File: config.mk
export PLATFORM = sky130hd
export DESIGN_NAME = dtt_front
export DESIGN_NICKNAME = d
export VERILOG_FILES = /design/src/sv/dtt_pkg.sv /design/src/sv/dtt_front.sv
export SDC_FILE = /design/constraint.sdc
export NUM_CORES = 1
export LEC_CHECK = 0
export BUFFER_PORTS_ARGS = -buffer_cell sky130_fd_sc_hd__buf_2
export CELL_PAD_IN_SITES_DETAIL_PLACEMENT = 0
export CELL_PAD_IN_SITES_GLOBAL_PLACEMENT = 1
export CORE_AREA = 2 2 107 109
export DETAILED_ROUTE_END_ITERATION = 12
export DIE_AREA = 0 0 109 111
export PLACE_DENSITY_LB_ADDON = 0.1
export SLEW_MARGIN = 0
export SYNTH_ARGS = -nofsm -noshare
export SYNTH_HDL_FRONTEND = slang
export SYNTH_SLANG_ARGS = --single-unit
File: constraint.sdc
create_clock -name vclk -period 1.9
set_input_delay 0.57 -clock vclk [all_inputs]
set_output_delay 0.57 -clock vclk [all_outputs]
set_load 0.01 [all_outputs]
File: src/sv/dtt_pkg.sv
// ----------------------------------------------------------------------------
// dtt_pkg
// Shared types and constants for the decision tree traversal block: default
// sizes, field widths, item codes and the command word passed front to back.
// ----------------------------------------------------------------------------
package dtt_pkg;

    localparam int DTT_MAX_NODES    = 1024;
    localparam int DTT_MAX_FEATURES = 64;
    localparam int DTT_VALUE_WIDTH  = 64;

    localparam int OP_W     = 2;
    localparam int IDX_W    = 10;
    localparam int FEAT_W   = 6;
    localparam int DATA_W   = 64;

    localparam int CMD_DEPTH = 2;

    typedef enum logic [OP_W-1:0] {
        OP_NODE     = 2'd0,
        OP_FVAL     = 2'd1,
        OP_FKIND    = 2'd2,
        OP_CLASSIFY = 2'd3
    } op_t;

    typedef struct packed {
        op_t                op;
        logic               addr_ok;
        logic [IDX_W-1:0]   idx;
        logic [IDX_W-1:0]   left;
        logic [IDX_W-1:0]   right;
        logic [FEAT_W-1:0]  sfeat;
        logic [DATA_W-1:0]  value;
        logic               ordered;
    } cmd_t;

endpackage

File: src/sv/dtt_front.sv
// ----------------------------------------------------------------------------
// dtt_front
// Decodes an incoming item into a command word: resolves the code, merges
// the index and value fields and checks the target address against the sizes.
// ----------------------------------------------------------------------------
module dtt_front #(
    parameter int MAX_NODES    = dtt_pkg::DTT_MAX_NODES,
    parameter int MAX_FEATURES = dtt_pkg::DTT_MAX_FEATURES
) (
    input  logic [dtt_pkg::OP_W-1:0]    opcode,
    input  logic [dtt_pkg::IDX_W-1:0]   node_index,
    input  logic [dtt_pkg::IDX_W-1:0]   left_child,
    input  logic [dtt_pkg::IDX_W-1:0]   right_child,
    input  logic [dtt_pkg::FEAT_W-1:0]  split_feature,
    input  logic signed [dtt_pkg::DATA_W-1:0] node_value,
    input  logic [dtt_pkg::FEAT_W-1:0]  feature_index,
    input  logic signed [dtt_pkg::DATA_W-1:0] feature_value,
    input  logic                        feature_is_ordered,
    output dtt_pkg::cmd_t               cmd
);
    import dtt_pkg::*;

    op_t  op;
    logic node_ok;
    logic feat_ok;

    always_comb
    begin
        op      = op_t'(opcode);
        node_ok = 32'(node_index) < 32'(MAX_NODES);
        feat_ok = 32'(feature_index) < 32'(MAX_FEATURES);

        cmd.op      = op;
        cmd.left    = left_child;
        cmd.right   = right_child;
        cmd.sfeat   = split_feature;
        cmd.ordered = feature_is_ordered;
        case (op)
            OP_NODE:
            begin
                cmd.addr_ok = node_ok;
                cmd.idx     = node_index;
                cmd.value   = node_value;
            end
            OP_FVAL:
            begin
                cmd.addr_ok = feat_ok;
                cmd.idx     = IDX_W'(feature_index);
                cmd.value   = feature_value;
            end
            OP_FKIND:
            begin
                cmd.addr_ok = feat_ok;
                cmd.idx     = IDX_W'(feature_index);
                cmd.value   = node_value;
            end
            default:
            begin
                cmd.addr_ok = 1'b1;
                cmd.idx     = node_index;
                cmd.value   = node_value;
            end
        endcase
    end

endmodule

# Yosys cells after proc, flatten, opt, wreduce, memory -nomap -nowiden
# Cells that the tools add are included.
# classes
n_eq_ne,2
n_mux,2
reduce_logical,1
# ops
cell,count
2-to-1 mux 64 bit,1
2-to-1 mux 10 bit,1
"equality test 2 x 1 -> 1 bit, second input constant",1
"equality test 2 bit, second input constant",1
OR reduction 2 bit,1
# word_totals
reg_bits,0
inputBits,173
out_inout_bits,104
word_cells,5

# Longest topological paths before layout
# logic_depth
ltp_word,3
depth_mapped,5
depth_no_buf,3

# Least setup slack after synthesis
# OpenSTA, ideal clock, no wires.
# synth_path
kind,input -> output
start,input opcode[1] (netlist name)
end,output cmd[10] (netlist name)
arrival_time_ns,1.395
required_time_ns,1.330
slack_ns,-0.065
path_stages,5
path_buffers,2
path_cell_list,inv_1 -> ha_1 -> buf_6 -> buf_12 -> mux2_4
# synth_lines
element,line,text
"start, declared",dtt_front.sv:10,"input logic [dtt_pkg::OP_W-1:0] opcode,"
"end, declared",dtt_front.sv:19,output dtt_pkg::cmd_t cmd

==> impl_summary.md <==
Power and ir drop
Combinational logic is responsible for 100.0% of the overall power. The internal power of the cells totals 0.5514 mW. Of the total power, the clock network draws 0%.

The maximum resistive drop on vdd is 0.1247 mV. The static leakage is 1.692 nW. The sequential cell fraction of total power is 0%. In this run switching power makes up 33.78% of total power. The design draws 0.8326 mW. The cell area power density is 271.8 mW/mm2. The switching power is 0.2812 mW.

Clock network
After clock tree synthesis, the flow added hold-fix buffers numbering 0.

Outcome
The final reports fail on setup timing. The run finished, with violations left.

Drt
The count of nets left with antenna violations once routing finished came out at 0. After detailed routing, the average wire length per cell comes to 15.68 um. For this block, the via count after detailed routing is 1686. The uppermost metal layer occupied by signal nets is met4. The total detailed-routing wirelength is 7165 um. The wire length on met1 is 2054 um. Summed over all nets, wire length on met3 after detailed routing comes to 905 um. For this run, design rule violations remaining after detail routing come to 0. The ratio of routed vias to standard cells is 3.689. The starting DRC count in detailed routing is 19. For this run, the detailed router's first-pass iteration total came to 6. Detailed routing placed a total of 4080 um of wire on met2.

Floorplanning
The effective utilization at floorplan is 12.82%. Measured along the y axis, the die boundary spans 111 um. The overall die area is 0.01210 mm2. In this run the horizontal extent of the chip is 109 um. Row generation in the floorplan step produced 39 rows. The placeable core region is 0.01108 mm2. The number of ports placed on the die boundary is 277.

Timing
Timing would allow up to 461.7 MHz. The share of the clock period used by the worst path is 114.0%. Setup repair after global routing could not meet its margin everywhere. The shortest period the worst path allows is 2166 ps. For the final routed database, the setup TNS stands at -16190 ps. On the final layout, the worst hold slack is 1140 ps. The final hold violation count is 0. The max-slew violation total from the final report was 0. Setup violations remaining at the end of the flow were counted as 74. The final critical-path setup slack is -266.0 ps.

Synth
The area fraction of the dominant cell type after synthesis is 63.44%. The mapped netlist covers 0.001420 mm2. The post-synthesis net count is 289. The largest area contributor in the netlist is mux2_4. Ranked by total cell area, the synthesized netlist is headed by mux2_4 (63%), buf_4 (16%), buf_12 (8.5%), mux2_2 (7.9%), and2_1 (1.8%). The count of mapped cells out of synthesis is 115.

The Yosys warning count is 0. A synthesized cell averages 12.35 um2. For this run, the register share of the synthesized area comes to 0%. The synthesized netlist contains 10 unique library cells.

Setup path
The kind of capture point of the worst setup path is a primary output. The count of buffering cells on the critical path with inverters included is 5. The standard cell with the maximum stage delay on the critical path is mux2_4. STA puts the critical path data arrival time at 1600 ps.

The delay contributed by the slowest stage of the critical path is 300 ps. STA puts the critical path data required time at 1330 ps. STA classifies the critical path startpoint as a primary input.

The class of the most critical setup path is in -> out. Along the worst path, the maximum fanout reaches 7. Traced cell by cell, the critical path runs through buf_8, clkinv_4, ha_4, buf_12, clkbuf_16, mux2_4, buf_6. Broken down by cell family, the worst path's largest delay share belongs to buffers and inverters.

Placed design
The total instance count after detailed placement is 447. The worst setup slack before clock tree synthesis is -318.7 ps. The placed instances occupy a cell area of 0.002429 mm2. The number of port buffers is 222. Detailed placement ended at an HPWL of 5961 um. The placer's final routability congestion estimate is 0.6885.

Cells and area
The core occupancy in the finished layout is 27.65%. The final antenna diode count is 0. The final cell area excluding filler cells is 0.003063 mm2. The total number of sequential cells is 0. From synthesis to final layout, the design area changed by 115.7%. Clock buffers in the final layout number 0. The share of layout cells above drive strength 1 is 99.68%. The sequential cells in the finished layout cover a total of 0 um2.

The finished layout holds 457 standard cells, fillers aside. The net total in the final layout is 490.

Global route
The via count of the first global-routing pass is 1771. The global route total overflow is 0. Entering global routing, the biggest net connects 16 pins. The number of antenna violations at the first check in global routing is 1. The global-route wire length before repair is 9591 um. Global routing consumed, over all layers together, 10.27% of the routing resources.

Min path
In this run the worst hold path is classified as in -> out.

Job
Across the run, the number of max-cap violations was 0.
[synthesized netlist by cell type (all sizes together)]
| cell | count |
|---|---|
| conb | 1 |
| buf | 38 |
| mux2 | 70 |
| inv | 1 |
| and2 | 4 |
| ha | 1 |
[cell usage in the layout (no fill, tap or decap)]
cell,n
buf_4,1
clkbuf_16,2
and2_4,4
clkinv_4,1
ha_4,1
buf_8,2
buf_12,2
buf_6,59
conb_1,1
buf_16,5
mux2_4,70
buf_2,166
[cell families (layout without fill, tap and decap cells)]
| kind of cell | Yosys count | count (layout) | synth area share (%) |
|---|---|---|---|
| adders and majority gates | 1 | 1 | 0.8809 |
| buffers and inverters | 39 | 238 | 25.73 |
| muxes | 70 | 70 | 71.37 |
| other | 1 | 1 | 0.2641 |
| and+or+nand+nor | 4 | 4 | 1.762 |
[area by class of cell]
type                            instances  area, um2
Inverter                                1      8.758
Multi-Input combinational cell         76       1115
Fill cell                            1220       8014
Timing Repair Buffer                  237       1760
Tap cell                              143      178.9
[power groups by stage]
stage | sequential [mW] | clock (mW) | combinational (mW)
floorplan | 0 | 0 | 0.413
global placement | 0 | 0 | 0.628
detailed placement | 0 | 0 | 0.626
CTS | 0 | 0 | 0.812
global route | 0 | 0 | 0.891
finish | 0 | 0 | 0.833
[layer usage]
layer | global-route usage (%) | up-vias
met3 | 2.763 | 18
li1 | - | 777
met4 | 1.368 | 0
met1 | 9.417 | 742
met5 | 0 | -
met2 | 21.82 | 149
[timing repair]
item / CTS / global route
pin swaps: 3 / 1
setup buffers: 4 / 0
endpoints found under the setup margin: 74 / 74
resized for setup: 73 / 16
gates cloned: 4 / 2
[path summary, 6_finish.rpt]
check          start  endpoint  slack (ps)  depth (start not counted)
min    left_child[4]   cmd[85]        1140                          0
max        opcode[1]   cmd[33]        -270                          7
No activity file was read; power rests on OpenSTA's default activity.
